### config.mk
export PLATFORM = sky130hd
export DESIGN_NAME = tag_value_field_extractor
export DESIGN_NICKNAME = d
export VERILOG_FILES = /design/src/rtl/core/tve_pkg.sv /design/src/rtl/core/tve_csr.sv /design/src/rtl/core/tve_parser.sv /design/src/rtl/core/tve_rsp_queue.sv /design/src/rtl/core/tag_value_field_extractor.sv
export SDC_FILE = /design/constraint.sdc
export NUM_CORES = 1
export LEC_CHECK = 0
export ABC_AREA = 1
export BUFFER_PORTS_ARGS = -buffer_cell sky130_fd_sc_hd__clkbuf_2
export CAP_MARGIN = 10
export CORE_ASPECT_RATIO = 1.1
export CORE_MARGIN = 1.5
export CORE_UTILIZATION = 58
export CTS_CLUSTER_DIAMETER = 200
export DETAILED_ROUTE_END_ITERATION = 16
export PLACE_DENSITY = 0.81
export SYNTH_ARGS = -nofsm -noshare
export SYNTH_HDL_FRONTEND = slang
export SYNTH_SLANG_ARGS = --single-unit
### constraint.sdc
create_clock -name clock -period 4.1 [get_ports clock]
set_input_delay 0.41 -clock clock [delete_from_list [all_inputs] [get_ports clock]]
set_output_delay 0.41 -clock clock [all_outputs]
set_load 0.03 [all_outputs]
### src/rtl/core/tve_pkg.sv
// ============================================================================
// tve_pkg: shared types and constants of the tag/value field extractor
// Holds the character codes, result kinds, register indexes, the
// configuration and result structs, and the case-folding function.
// ============================================================================
package tve_pkg;

   // Number of tag characters held in the configuration registers.
   localparam int unsigned TAG_STORE = 19;
   localparam int unsigned TAG_BITS  = TAG_STORE * 8;

   // Characters that steer the parser.
   localparam logic [7:0] CHAR_NUL   = 8'h00;
   localparam logic [7:0] CHAR_EQUAL = 8'h3D;
   localparam logic [7:0] CHAR_SEMI  = 8'h3B;
   localparam logic [7:0] CHAR_SPACE = 8'h20;
   localparam logic [7:0] FOLD_LOW   = 8'h61;
   localparam logic [7:0] FOLD_HIGH  = 8'h7F;
   localparam logic [7:0] FOLD_DELTA = 8'h20;

   // Kinds of result beat.
   localparam logic [1:0] KIND_BYTE      = 2'd0;
   localparam logic [1:0] KIND_FOUND     = 2'd1;
   localparam logic [1:0] KIND_NOT_FOUND = 2'd2;

   // Register map: register i sits at byte address 8*i.
   localparam int unsigned CSR_ADDR_W = 6;
   localparam logic [2:0] REG_TAG_LOW    = 3'd0;
   localparam logic [2:0] REG_TAG_MID    = 3'd1;
   localparam logic [2:0] REG_TAG_HIGH   = 3'd2;
   localparam logic [2:0] REG_TAG_LENGTH = 3'd3;
   localparam logic [2:0] REG_VAL_LIMIT  = 3'd4;

   localparam logic [7:0] VALUE_LIMIT_RESET = 8'd29;

   typedef struct packed {
      logic [TAG_BITS-1:0] tag_chars;   // character 0 in the low byte
      logic [4:0]          tag_length;
      logic [7:0]          value_limit;
   } cfg_type;

   typedef struct packed {
      logic       valid;
      logic [1:0] kind;
      logic [7:0] value_byte;
   } result_type;

   // Upper-case fold used on both sides of the key compare.
   function automatic logic [7:0] fold_case(input logic [7:0] c);
      logic [7:0] r;
      r = c;
      if (c >= FOLD_LOW && c <= FOLD_HIGH) begin
         r = c - FOLD_DELTA;
      end
      return r;
   endfunction

endpackage

### src/rtl/core/tve_csr.sv
// ============================================================================
// tve_csr: configuration registers
// APB-style register file holding the tag characters, tag length and
// value limit, with read-back of every register.
// ============================================================================
module tve_csr (
   input  logic                                clock,
   input  logic                                reset,
   input  logic                                csr_psel,
   input  logic                                csr_penable,
   input  logic                                csr_pwrite,
   input  logic [tve_pkg::CSR_ADDR_W-1:0]      csr_paddr,
   input  logic [63:0]                         csr_pwdata,
   output logic [63:0]                         csr_prdata,
   output logic                                csr_pready,
   output tve_pkg::cfg_type                    cfg
);

   logic [63:0] tag_low_ff;
   logic [63:0] tag_mid_ff;
   logic [23:0] tag_high_ff;
   logic [4:0]  tag_length_ff;
   logic [7:0]  value_limit_ff;
   logic [2:0]  reg_index;
   logic        write_en;

   assign reg_index  = csr_paddr[tve_pkg::CSR_ADDR_W-1:3];
   assign write_en   = csr_psel && csr_penable && csr_pwrite;
   assign csr_pready = 1'b1;

   always_ff @(posedge clock) begin
      if (reset) begin
         tag_low_ff     <= '0;
         tag_mid_ff     <= '0;
         tag_high_ff    <= '0;
         tag_length_ff  <= '0;
         value_limit_ff <= tve_pkg::VALUE_LIMIT_RESET;
      end else if (write_en) begin
         case (reg_index)
            tve_pkg::REG_TAG_LOW:    tag_low_ff     <= csr_pwdata;
            tve_pkg::REG_TAG_MID:    tag_mid_ff     <= csr_pwdata;
            tve_pkg::REG_TAG_HIGH:   tag_high_ff    <= csr_pwdata[23:0];
            tve_pkg::REG_TAG_LENGTH: tag_length_ff  <= csr_pwdata[4:0];
            tve_pkg::REG_VAL_LIMIT:  value_limit_ff <= csr_pwdata[7:0];
            default: ;
         endcase
      end
   end

   always_comb begin
      case (reg_index)
         tve_pkg::REG_TAG_LOW:    csr_prdata = tag_low_ff;
         tve_pkg::REG_TAG_MID:    csr_prdata = tag_mid_ff;
         tve_pkg::REG_TAG_HIGH:   csr_prdata = {40'd0, tag_high_ff};
         tve_pkg::REG_TAG_LENGTH: csr_prdata = {59'd0, tag_length_ff};
         tve_pkg::REG_VAL_LIMIT:  csr_prdata = {56'd0, value_limit_ff};
         default:                 csr_prdata = '0;
      endcase
   end

   assign cfg.tag_chars   = {tag_high_ff, tag_mid_ff, tag_low_ff};
   assign cfg.tag_length  = tag_length_ff;
   assign cfg.value_limit = value_limit_ff;

endmodule

### src/rtl/core/tve_parser.sv
// ============================================================================
// tve_parser: key/value parse state machine
// Holds the parse mode, key length, match flag and value count, and forms
// the result of each accepted byte in a single pass.
// ============================================================================
module tve_parser #(
   parameter int unsigned MAX_TAG_LEN = 19
) (
   input  logic                 clock,
   input  logic                 reset,
   input  tve_pkg::cfg_type     cfg,
   input  logic                 accept,
   input  logic [7:0]           data_byte,
   output tve_pkg::result_type  result
);

   localparam int unsigned KW = $clog2(MAX_TAG_LEN + 1);

   typedef enum logic [1:0] {
      MODE_KEY,
      MODE_VALUE,
      MODE_SKIP,
      MODE_IDLE
   } mode_type;

   mode_type            mode_ff, mode_in;
   logic [KW-1:0]       key_length_ff, key_length_in;
   logic                key_matches_ff, key_matches_in;
   logic [7:0]          value_count_ff, value_count_in;
   logic [4:0]          key_pos;
   logic [7:0]          tag_char;
   tve_pkg::result_type res;

   assign key_pos = 5'(key_length_ff);

   // Tag character at the current key position; positions past storage are empty.
   always_comb begin
      tag_char = tve_pkg::CHAR_NUL;
      for (int i = 0; i < int'(tve_pkg::TAG_STORE); i++) begin
         if (key_pos == 5'(i)) begin
            tag_char = cfg.tag_chars[i*8 +: 8];
         end
      end
   end

   always_comb begin
      mode_in        = mode_ff;
      key_length_in  = key_length_ff;
      key_matches_in = key_matches_ff;
      value_count_in = value_count_ff;
      res            = '0;
      case (mode_ff)
         MODE_KEY: begin
            if (data_byte == tve_pkg::CHAR_NUL) begin
               key_length_in  = '0;
               key_matches_in = 1'b1;
               value_count_in = '0;
               res.valid      = 1'b1;
               res.kind       = tve_pkg::KIND_NOT_FOUND;
            end else if (data_byte == tve_pkg::CHAR_SEMI) begin
               key_length_in  = '0;
               key_matches_in = 1'b1;
            end else if (data_byte == tve_pkg::CHAR_EQUAL) begin
               if (key_matches_ff && key_pos == cfg.tag_length) begin
                  mode_in        = MODE_VALUE;
                  value_count_in = '0;
               end else begin
                  mode_in = MODE_SKIP;
               end
            end else if (key_pos >= 5'(MAX_TAG_LEN)) begin
               key_matches_in = 1'b0;
            end else begin
               if (key_pos >= cfg.tag_length || tag_char == tve_pkg::CHAR_NUL ||
                   tve_pkg::fold_case(tag_char) != tve_pkg::fold_case(data_byte)) begin
                  key_matches_in = 1'b0;
               end
               key_length_in = key_length_ff + KW'(1);
            end
         end
         MODE_VALUE: begin
            if (data_byte == tve_pkg::CHAR_SEMI || data_byte < tve_pkg::CHAR_SPACE) begin
               if (data_byte == tve_pkg::CHAR_NUL) begin
                  mode_in        = MODE_KEY;
                  key_length_in  = '0;
                  key_matches_in = 1'b1;
                  value_count_in = '0;
               end else begin
                  mode_in = MODE_IDLE;
               end
               res.valid = 1'b1;
               res.kind  = tve_pkg::KIND_FOUND;
            end else if (value_count_ff < cfg.value_limit) begin
               value_count_in = value_count_ff + 8'd1;
               res.valid      = 1'b1;
               res.kind       = tve_pkg::KIND_BYTE;
               res.value_byte = data_byte;
            end
         end
         MODE_SKIP: begin
            if (data_byte == tve_pkg::CHAR_NUL) begin
               mode_in        = MODE_KEY;
               key_length_in  = '0;
               key_matches_in = 1'b1;
               value_count_in = '0;
               res.valid      = 1'b1;
               res.kind       = tve_pkg::KIND_NOT_FOUND;
            end else if (data_byte == tve_pkg::CHAR_SEMI) begin
               mode_in        = MODE_KEY;
               key_length_in  = '0;
               key_matches_in = 1'b1;
            end
         end
         default: begin
            if (data_byte == tve_pkg::CHAR_NUL) begin
               mode_in        = MODE_KEY;
               key_length_in  = '0;
               key_matches_in = 1'b1;
               value_count_in = '0;
            end
         end
      endcase
   end

   always_ff @(posedge clock) begin
      if (reset) begin
         mode_ff        <= MODE_KEY;
         key_length_ff  <= '0;
         key_matches_ff <= 1'b1;
         value_count_ff <= '0;
      end else if (accept) begin
         mode_ff        <= mode_in;
         key_length_ff  <= key_length_in;
         key_matches_ff <= key_matches_in;
         value_count_ff <= value_count_in;
      end
   end

   assign result.valid      = res.valid && accept;
   assign result.kind       = res.kind;
   assign result.value_byte = res.value_byte;

endmodule

### src/rtl/core/tve_rsp_queue.sv
// ============================================================================
// tve_rsp_queue: two-entry result buffer
// Registers result beats and holds a second one while the consumer stalls,
// so the parser can keep taking bytes.
// ============================================================================
module tve_rsp_queue (
   input  logic                clock,
   input  logic                reset,
   input  tve_pkg::result_type push,
   output logic                full,
   output logic                rsp_valid,
   input  logic                rsp_stall,
   output logic [1:0]          rsp_result_kind,
   output logic [7:0]          rsp_value_byte
);

   logic [9:0] slot_ff [2];
   logic       wr_ptr_ff;
   logic       rd_ptr_ff;
   logic [1:0] count_ff;
   logic       do_push;
   logic       do_pop;

   assign do_push = push.valid;
   assign do_pop  = rsp_valid && !rsp_stall;
   assign full    = (count_ff == 2'd2);
   assign rsp_valid = (count_ff != 2'd0);

   always_ff @(posedge clock) begin
      if (do_push) begin
         slot_ff[wr_ptr_ff] <= {push.kind, push.value_byte};
      end
   end

   always_ff @(posedge clock) begin
      if (reset) begin
         wr_ptr_ff <= 1'b0;
         rd_ptr_ff <= 1'b0;
         count_ff  <= '0;
      end else begin
         if (do_push) begin
            wr_ptr_ff <= !wr_ptr_ff;
         end
         if (do_pop) begin
            rd_ptr_ff <= !rd_ptr_ff;
         end
         if (do_push && !do_pop) begin
            count_ff <= count_ff + 2'd1;
         end else if (do_pop && !do_push) begin
            count_ff <= count_ff - 2'd1;
         end
      end
   end

   assign rsp_result_kind = slot_ff[rd_ptr_ff][9:8];
   assign rsp_value_byte  = slot_ff[rd_ptr_ff][7:0];

endmodule

### src/rtl/core/tag_value_field_extractor.sv
// ============================================================================
// tag_value_field_extractor: tag lookup in a key=value byte stream
// Scans "key=value;key=value" text one byte per beat, matches keys against
// a configured tag without regard to case, and emits the value's bytes
// followed by a found beat, or a not-found beat when the string ends.
// ============================================================================
//
//   Channel   Direction  Handshake            Payload
//   req       in         req_valid/req_stall  req_data_byte[7:0]
//   rsp       out        rsp_valid/rsp_stall  rsp_result_kind[1:0], rsp_value_byte[7:0]
//   csr       in/out     APB, pready high     64-bit registers at byte address 8*i
//
// One byte beat is taken every clock cycle while the result buffer has room;
// a byte's result beat, if any, is registered in the result buffer and goes out on rsp from there.
// The rate is set by the parse state update, one pass of logic per byte.
// Results wait in a two-entry buffer: req_stall rises only when both entries
// are full, so one stalled result never blocks the next byte.
// Reset (synchronous, active high) empties the buffer, puts the parser at
// the start of a string and loads the register reset values.
//
module tag_value_field_extractor #(
   parameter int unsigned MAX_TAG_LEN = 19
) (
   input  logic                           clock,
   input  logic                           reset,
   input  logic                           req_valid,
   output logic                           req_stall,
   input  logic [7:0]                     req_data_byte,
   output logic                           rsp_valid,
   input  logic                           rsp_stall,
   output logic [1:0]                     rsp_result_kind,
   output logic [7:0]                     rsp_value_byte,
   input  logic                           csr_psel,
   input  logic                           csr_penable,
   input  logic                           csr_pwrite,
   input  logic [tve_pkg::CSR_ADDR_W-1:0] csr_paddr,
   input  logic [63:0]                    csr_pwdata,
   output logic [63:0]                    csr_prdata,
   output logic                           csr_pready
);

   tve_pkg::cfg_type    cfg;
   tve_pkg::result_type result;
   logic                queue_full;
   logic                req_accept;

   // A byte is taken whenever the result buffer has room; every byte
   // makes at most one result beat, so one free entry is enough.
   assign req_stall  = queue_full;
   assign req_accept = req_valid && !queue_full;

   tve_csr u_csr (
      .clock       (clock),
      .reset       (reset),
      .csr_psel    (csr_psel),
      .csr_penable (csr_penable),
      .csr_pwrite  (csr_pwrite),
      .csr_paddr   (csr_paddr),
      .csr_pwdata  (csr_pwdata),
      .csr_prdata  (csr_prdata),
      .csr_pready  (csr_pready),
      .cfg         (cfg)
   );

   // The parser updates its mode, key length, match flag and value count
   // on each accepted byte and forms that byte's result in the same pass.
   tve_parser #(
      .MAX_TAG_LEN (MAX_TAG_LEN)
   ) u_parser (
      .clock     (clock),
      .reset     (reset),
      .cfg       (cfg),
      .accept    (req_accept),
      .data_byte (req_data_byte),
      .result    (result)
   );

   // The result buffer is the output register plus one skid entry.
   tve_rsp_queue u_rsp_queue (
      .clock           (clock),
      .reset           (reset),
      .push            (result),
      .full            (queue_full),
      .rsp_valid       (rsp_valid),
      .rsp_stall       (rsp_stall),
      .rsp_result_kind (rsp_result_kind),
      .rsp_value_byte  (rsp_value_byte)
   );

endmodule

# Word-level counts from Yosys, hierarchy flattened
# Memories as Yosys holds them, arrays and structs flattened. A register that Yosys moved wholly into a read port is not among the register bits.
# Cells that the tools add are included.
# W data, S select, Z words.
[totals]
mem_count = 1
inputBits = 85
output_inout_bits = 77
regBits = 185
mem_bits_ro = 0
latchBits = 0
ramBits = 20
[mem_list]
columns = ["name", "words", "word_bits", "rd", "rd_ports_with_merged_regs", "wr", "line_no", "source"]
rows = [
  ["u_rsp_queue.slot_ff", 2, 10, 1, 1, 1, "tve_rsp_queue.sv:17", "logic [9:0] slot_ff [2];"],
]
[classes]
div = 0
n_shift = 0
multipliers = 0
n_lt_le_gt_ge = 8
n_eq_ne = 41
n_addsub = 6
bitwise_logic = 0
mux = 81
n_reduce_logical = 37
[ops]
columns = ["operator", "n"]
rows = [
  ["$mux W8", 40],
  ["$pmux W64 S5", 1],
  ["$eq A5 B4 Y1 const B", 8],
  ["$mux W5", 8],
  ["$mux W2", 11],
  ["$eq A5 B3 Y1 const B", 4],
  ["$eq A8 B6 Y1 const B", 2],
  ["$ge A8 B7 Y1 const B", 2],
  ["$le A8 B7 Y1 const B", 2],
  ["$logic_not A8 Y1", 2],
  ["$pmux W8 S2", 1],
  ["$sub A8 B6 Y8 const B", 2],
  ["$eq A5 B5 Y1 const B", 3],
  ["$pmux W5 S3", 1],
  ["$reduce_and A5 Y1", 3],
  ["$mux W1", 13],
  ["$ne A3 B1 Y1 const B", 4],
  ["$mux W11", 1],
  ["$eq A5 B2 Y1 const B", 2],
  ["$logic_and A1 B1 Y1", 10],
  ["$reduce_and A2 Y1", 5],
  ["$add A8 B1 Y8 const B", 1],
  ["$lt A8 B6 Y1 const B", 1],
  ["$lt A8 B8 Y1", 1],
  ["other kinds (31)", 45],
]

# Longest topological paths before layout
[logic_depth]
depth_word = 36
mapped_depth = 38
ltp_nobuf = 37

# Hierarchy
# A second synthesis with hierarchy kept.
[unflattened]
cells_unflattened = 2055
hier_area_um2 = 12563.3
[modules_own_cells]
columns = ["mod", "cells_per_inst", "seq_area_each_um2", "area_per_inst_um2", "n_inst"]
rows = [
  ["tve_csr", 1256, 3303.2, 7806.2, 1],
  ["tve_parser", 730, 320.3, 3744.8, 1],
  ["tve_rsp_queue", 67, 700.7, 1002.2, 1],
  ["tag_value_field_extractor", 2, 0.0, 10.0, 1],
]

# Worst setup path after synthesis
# Ideal clock, no wire load.
[synth_path]
kind = "reg2reg"
startpoint = "reg u_parser.key_length_ff[1]"
endpoint = "reg u_parser.key_matches_ff"
path_slack_ps = 1087
path_stages_with_launch = 32
setup_time_ps = 128
arrival_ps = 2886
period_less_slack_ps = 3013
required_time_ps = 3972
path_cell_list = "dfxtp_1 > inv_1 > ha_1 > inv_1 > nor2_1 > nand2_2 > buf_6 > o21ai_1 > inv_1 > nand2_1 > nand3_1 > nand3_1 > nand2_1 > nand3_1 > o21ai_1 > nand2_1 > nand2_1 > nand2_1 > nand2_1 > nand2_1 > nand2_1 > a21oi_4 > inv_1 > ha_1 > nand3_1 > nand2_1 > nand2_1 > nand2_1 > nor2_1 > nand3_1 > nand3_1 > nand3_2"
[synth_via]
elab_chain_cells = 32
word_cells_on_any_way = 61
cone_classes = "add/sub (1); order compare (4); eq/ne (20); mux (30); reduce/logical (6)"
[synth_rtl]
columns = ["element", "line_no", "source"]
rows = [
  ["start: declaration", "tve_parser.sv:27", "logic [KW-1:0] key_length_ff, key_length_in;"],
  ["start signal: assignment", "tve_parser.sv:132", "key_length_ff <= key_length_in;"],
  ["$logic_not A5 Y1", "tve_parser.sv:40", "if (key_pos == 5'(i)) begin"],
  ["$mux W8 (19 in a row)", "tve_parser.sv:40", ""],
  ["$ge A8 B7 Y1 / $le A8 B7 Y1 (equally long branches)", "tve_pkg.sv:52", "if (c >= FOLD_LOW && c <= FOLD_HIGH) begin"],
  ["$logic_and A1 B1 Y1", "tve_pkg.sv:52", ""],
  ["$mux W8", "tve_pkg.sv:52", ""],
  ["$mux W8", "tve_parser.sv:70", "end else if (key_pos >= 5'(MAX_TAG_LEN)) begin"],
  ["$mux W8", "tve_parser.sv:63", "end else if (data_byte == tve_pkg::CHAR_EQUAL) begin"],
  ["$mux W8", "tve_parser.sv:60", "end else if (data_byte == tve_pkg::CHAR_SEMI) begin"],
  ["$mux W8", "tve_parser.sv:54", "if (data_byte == tve_pkg::CHAR_NUL) begin"],
  ["$mux W8", "tve_parser.sv:52", "case (mode_ff)"],
  ["$ne A8 B8 Y1", "tve_parser.sv:74", "tve_pkg::fold_case(tag_char) != tve_pkg::fold_case(data_byte)) begin"],
  ["$logic_or A1 B1 Y1", "tve_parser.sv:73", "if (key_pos >= cfg.tag_length || tag_char == tve_pkg::CHAR_NUL ||"],
  ["$ne A5 B1 Y1 (no source line)", "n/a", ""],
  ["$reduce_and A5 Y1 (no source line)", "n/a", ""],
  ["end signal: assignment", "tve_parser.sv:133", "key_matches_ff <= key_matches_in;"],
  ["end: declaration", "tve_parser.sv:28", "logic key_matches_ff, key_matches_in;"],
]
# Parallel ways exist; a longest one is shown, timed or not. The select of a mux whose other input is x is not followed.
# A chain may end at the register's enable or synchronous reset.

# Worst setup path after layout
# Ends and elaborated chain as after synthesis.

==> metrics.cfg <==
[synth]
syn-num-nets = 1737
yosysMostFrequentCell = nand2_1
synth_seq_area_share_pct = 39.3
synth_top_area_cell = dfxtp_1
avgSynthCellArea_um2 = 6.75
yosysWarningCount = 0
synthesis.area_um2 = 11000
synthTopCellsByCount = nand2_1 (274), o21ai_0 (262), inv_1 (224)
synth_top_area_share_pct = 33.8
synthFlopType = dfxtp_1
syn_inst = 1631
synth-seq-cells = 206
ys_async_sr_fraction_pct = 0
synth-edff-count = 20
ys_top_cells_by_area = dfxtp_1 (34%), o21ai_0 (12%), nand2_1 (9.3%)
ys_types = 45

[drt]
avgViaCountPerCell = 5.63
drtAntennaViolNets = 0
vias = 11321
drt_iter0_drc = 888
wl_mm = 33.9
wire_per_inst_um = 16.9
drc = 0
firstDrtPassIters = 5

[critical_path]
crit_fanout = 12
slowest_delay_ns = 0.36
cp_common_cell = nand2_1
startpoint_type = register
crit_type = register to register
required_ns = 4.47
cp_top_family = simple AND/OR/NAND/NOR gates
arrival_ns = 4.22
cp_slowest_cell = dfxtp_1
cp-end-kind = register
critPathBufInv = 4

[global_route]
grt_pass1_wl_mm = 53.1
grt_max_degree = 103
antenna_found_initial = 0
grt_overflow = 0
grt_util_all_layers_pct = 33.6
grt_pass1_vias = 10369

[sta]
clock_skew_ns = 0.00522
max_slew_margin_pct = 21.3
slew_viol_final = 0
max_freq_ghz = 0.260
setup_tns_ns = 0
hold_viol_final = 0
worstMarginPinSlew_ns = 1.18
setup_viol = 0
fin_crit_ns = 3.85
period_share_pct = 93.8

[floorplanning]
die_x_um = 134
num_rows = 52
start_util_pct = 59.6
core_um2 = 18500
ios = 162
dieArea_um2 = 19800
die_h_um = 147

[power_and_ir_drop]
powerDensity_nw_per_um2 = 455
power_leakage_uw = 0.00553
switchingPower_uw = 1910
p_sw_share_pct = 33.0
pwr-share-clk_pct = 37.0
combPwrFrac_pct = 25.6
p_int_uw = 3890
seqPwrFrac_pct = 37.5
peakVddDrop_v = 0.000313

[cells_and_area]
layout-drive-gt1-share_pct = 15.4
syn_to_final_growth_pct = 15.7
fin_util_pct = 68.9
fin_nets = 1858
diodes = 0

[job]
drv_cap = 0

[placed_design]
place_congestion = 1.02
dp_hpwl_mm = 24.2
io_buffers = 157

[clocking]
clk_pin_slew_ns = 0.06
ctsHtreeMaxLevel = 1
cts_made_buffers = 22
cts_sinks = 206
root_buffer = clkbuf_16
cts_tree = yes
max-clock-path-buffers = 3
clock_latency_ns = 0.51

[status]
status = finished clean

[hold_path]
hold_class = primary input to register

==> placed cells by master (no fill, tap or decap), drive strengths merged, types with 5 or more instances in the layout <==
cell type / count
a211oi: 5
nand2: 283
o221ai: 11
xor2: 5
a22o: 5
clkinv: 6
clkbuf: 189
mux2: 10
dfxtp: 186
buf: 14
a21oi: 114
edfxtp: 20
nor2: 234
nand4: 7
ha: 21
nand3: 78
a221oi: 8
inv: 236
nor3: 20
o211ai: 7
o21ai: 273
o22ai: 13
==> cell type report <==
| class | instances | area (µm²) |
|---|---|---|
| sequential | 206 | 4320 |
| timing repair buffer | 171 | 916 |
| multi-input combinational | 1112 | 5510 |
| tap | 243 | 304 |
| inverter | 239 | 898 |
| clock inverter | 7 | 113 |
| clock buffer | 32 | 671 |
| fill | 1638 | 5750 |
==> power groups by stage <==
stage               clock network, µW  logic (µW)  registers, µW
floorplan                           0        1030           2180
global placement                    0        1400           2210
detailed placement                  0        1420           2210
CTS                              2140        1430           2170
global route                     2230        1640           2180
finish                           2140        1480           2170
==> final timing paths <==
path              slack, ns                      end  cells after the start                       from
hold reg to reg        0.48     u_csr.tag_high_ff[1]                      2       u_csr.tag_high_ff[1]
setup reg to reg       0.25  u_parser.key_matches_ff                     28  u_parser.key_length_ff[1]
hold / removal         0.13     u_csr.tag_low_ff[41]                      3             csr_pwdata[41]
setup / recovery       0.25  u_parser.key_matches_ff                     28  u_parser.key_length_ff[1]
==> worst reg2reg max path, delay by kind of cell (launching register included) <==
kind / cells / cell delay, ns
compound gates: 3 / 0.42
fa+ha+maj: 2 / 0.52
buf+inv: 4 / 0.47
flops: 1 / 0.36
simple gates: 19 / 1.92
==> registers in the layout, indices dropped and copies added, names as in the netlist, named ones only <==
name / count
u_csr.tag_mid_ff: 64
u_rsp_queue.count_ff: 2
u_rsp_queue.wr_ptr_ff: 1
u_parser.value_count_ff: 8
u_csr.tag_high_ff: 24
u_csr.value_limit_ff: 8
u_csr.tag_low_ff: 64
u_parser.key_length_ff: 5
u_parser.key_matches_ff: 1
u_rsp_queue.slot_ff: 20
u_parser.mode_ff: 2
u_rsp_queue.rd_ptr_ff: 1
u_csr.tag_length_ff: 5
==> repair_timing <==
item,4_1_cts,5_1_grt
gates resized for setup,0,11
buffers inserted,0,0
setup endpoints to repair,0,1
hold endpoints to repair,0,0
hold buffers,0,0
==> routing by layer <==
layer,GRT usage [%],share of wire (%),up-vias
met5,0,0,-
met4,19.2,5.8,0
met3,4.56,7.8,117
met2,55.6,47,521
met1,42.0,40,5105
li1,-,-,5578
==> cells by family after synthesis <==
logic type / after synthesis / synth area share (%)
other: 1 / 0.0341
multiplexers: 10 / 1.02
adder cells (fa/ha/maj): 21 / 2.39
XOR/XNOR: 5 / 0.398
AO/OA/AOI/OAI: 446 / 22.1
buffers and inverters: 314 / 11.1
flip-flops: 206 / 39.3
AND/OR/NAND/NOR: 628 / 23.7
==> stage by stage <==
stage / total power (µW) / cells / worst slack (ns) / area [µm²] / hold slack, ns
after floorplan: 3210 / 1631 / 1.09 / 11000 / 0.426
after global placement: 3600 / 1970 / 0.340 / 11900 / 0.438
after detailed placement: 3640 / 1970 / 0.240 / 11900 / 0.449
after CTS: 5740 / 2009 / 0.222 / 12700 / 0.129
after global routing: 6060 / 2010 / -0.00366 / 12700 / 0.146
final: 5800 / 2010 / 0.253 / 12700 / 0.132
(Power assumes the default switching activity.)
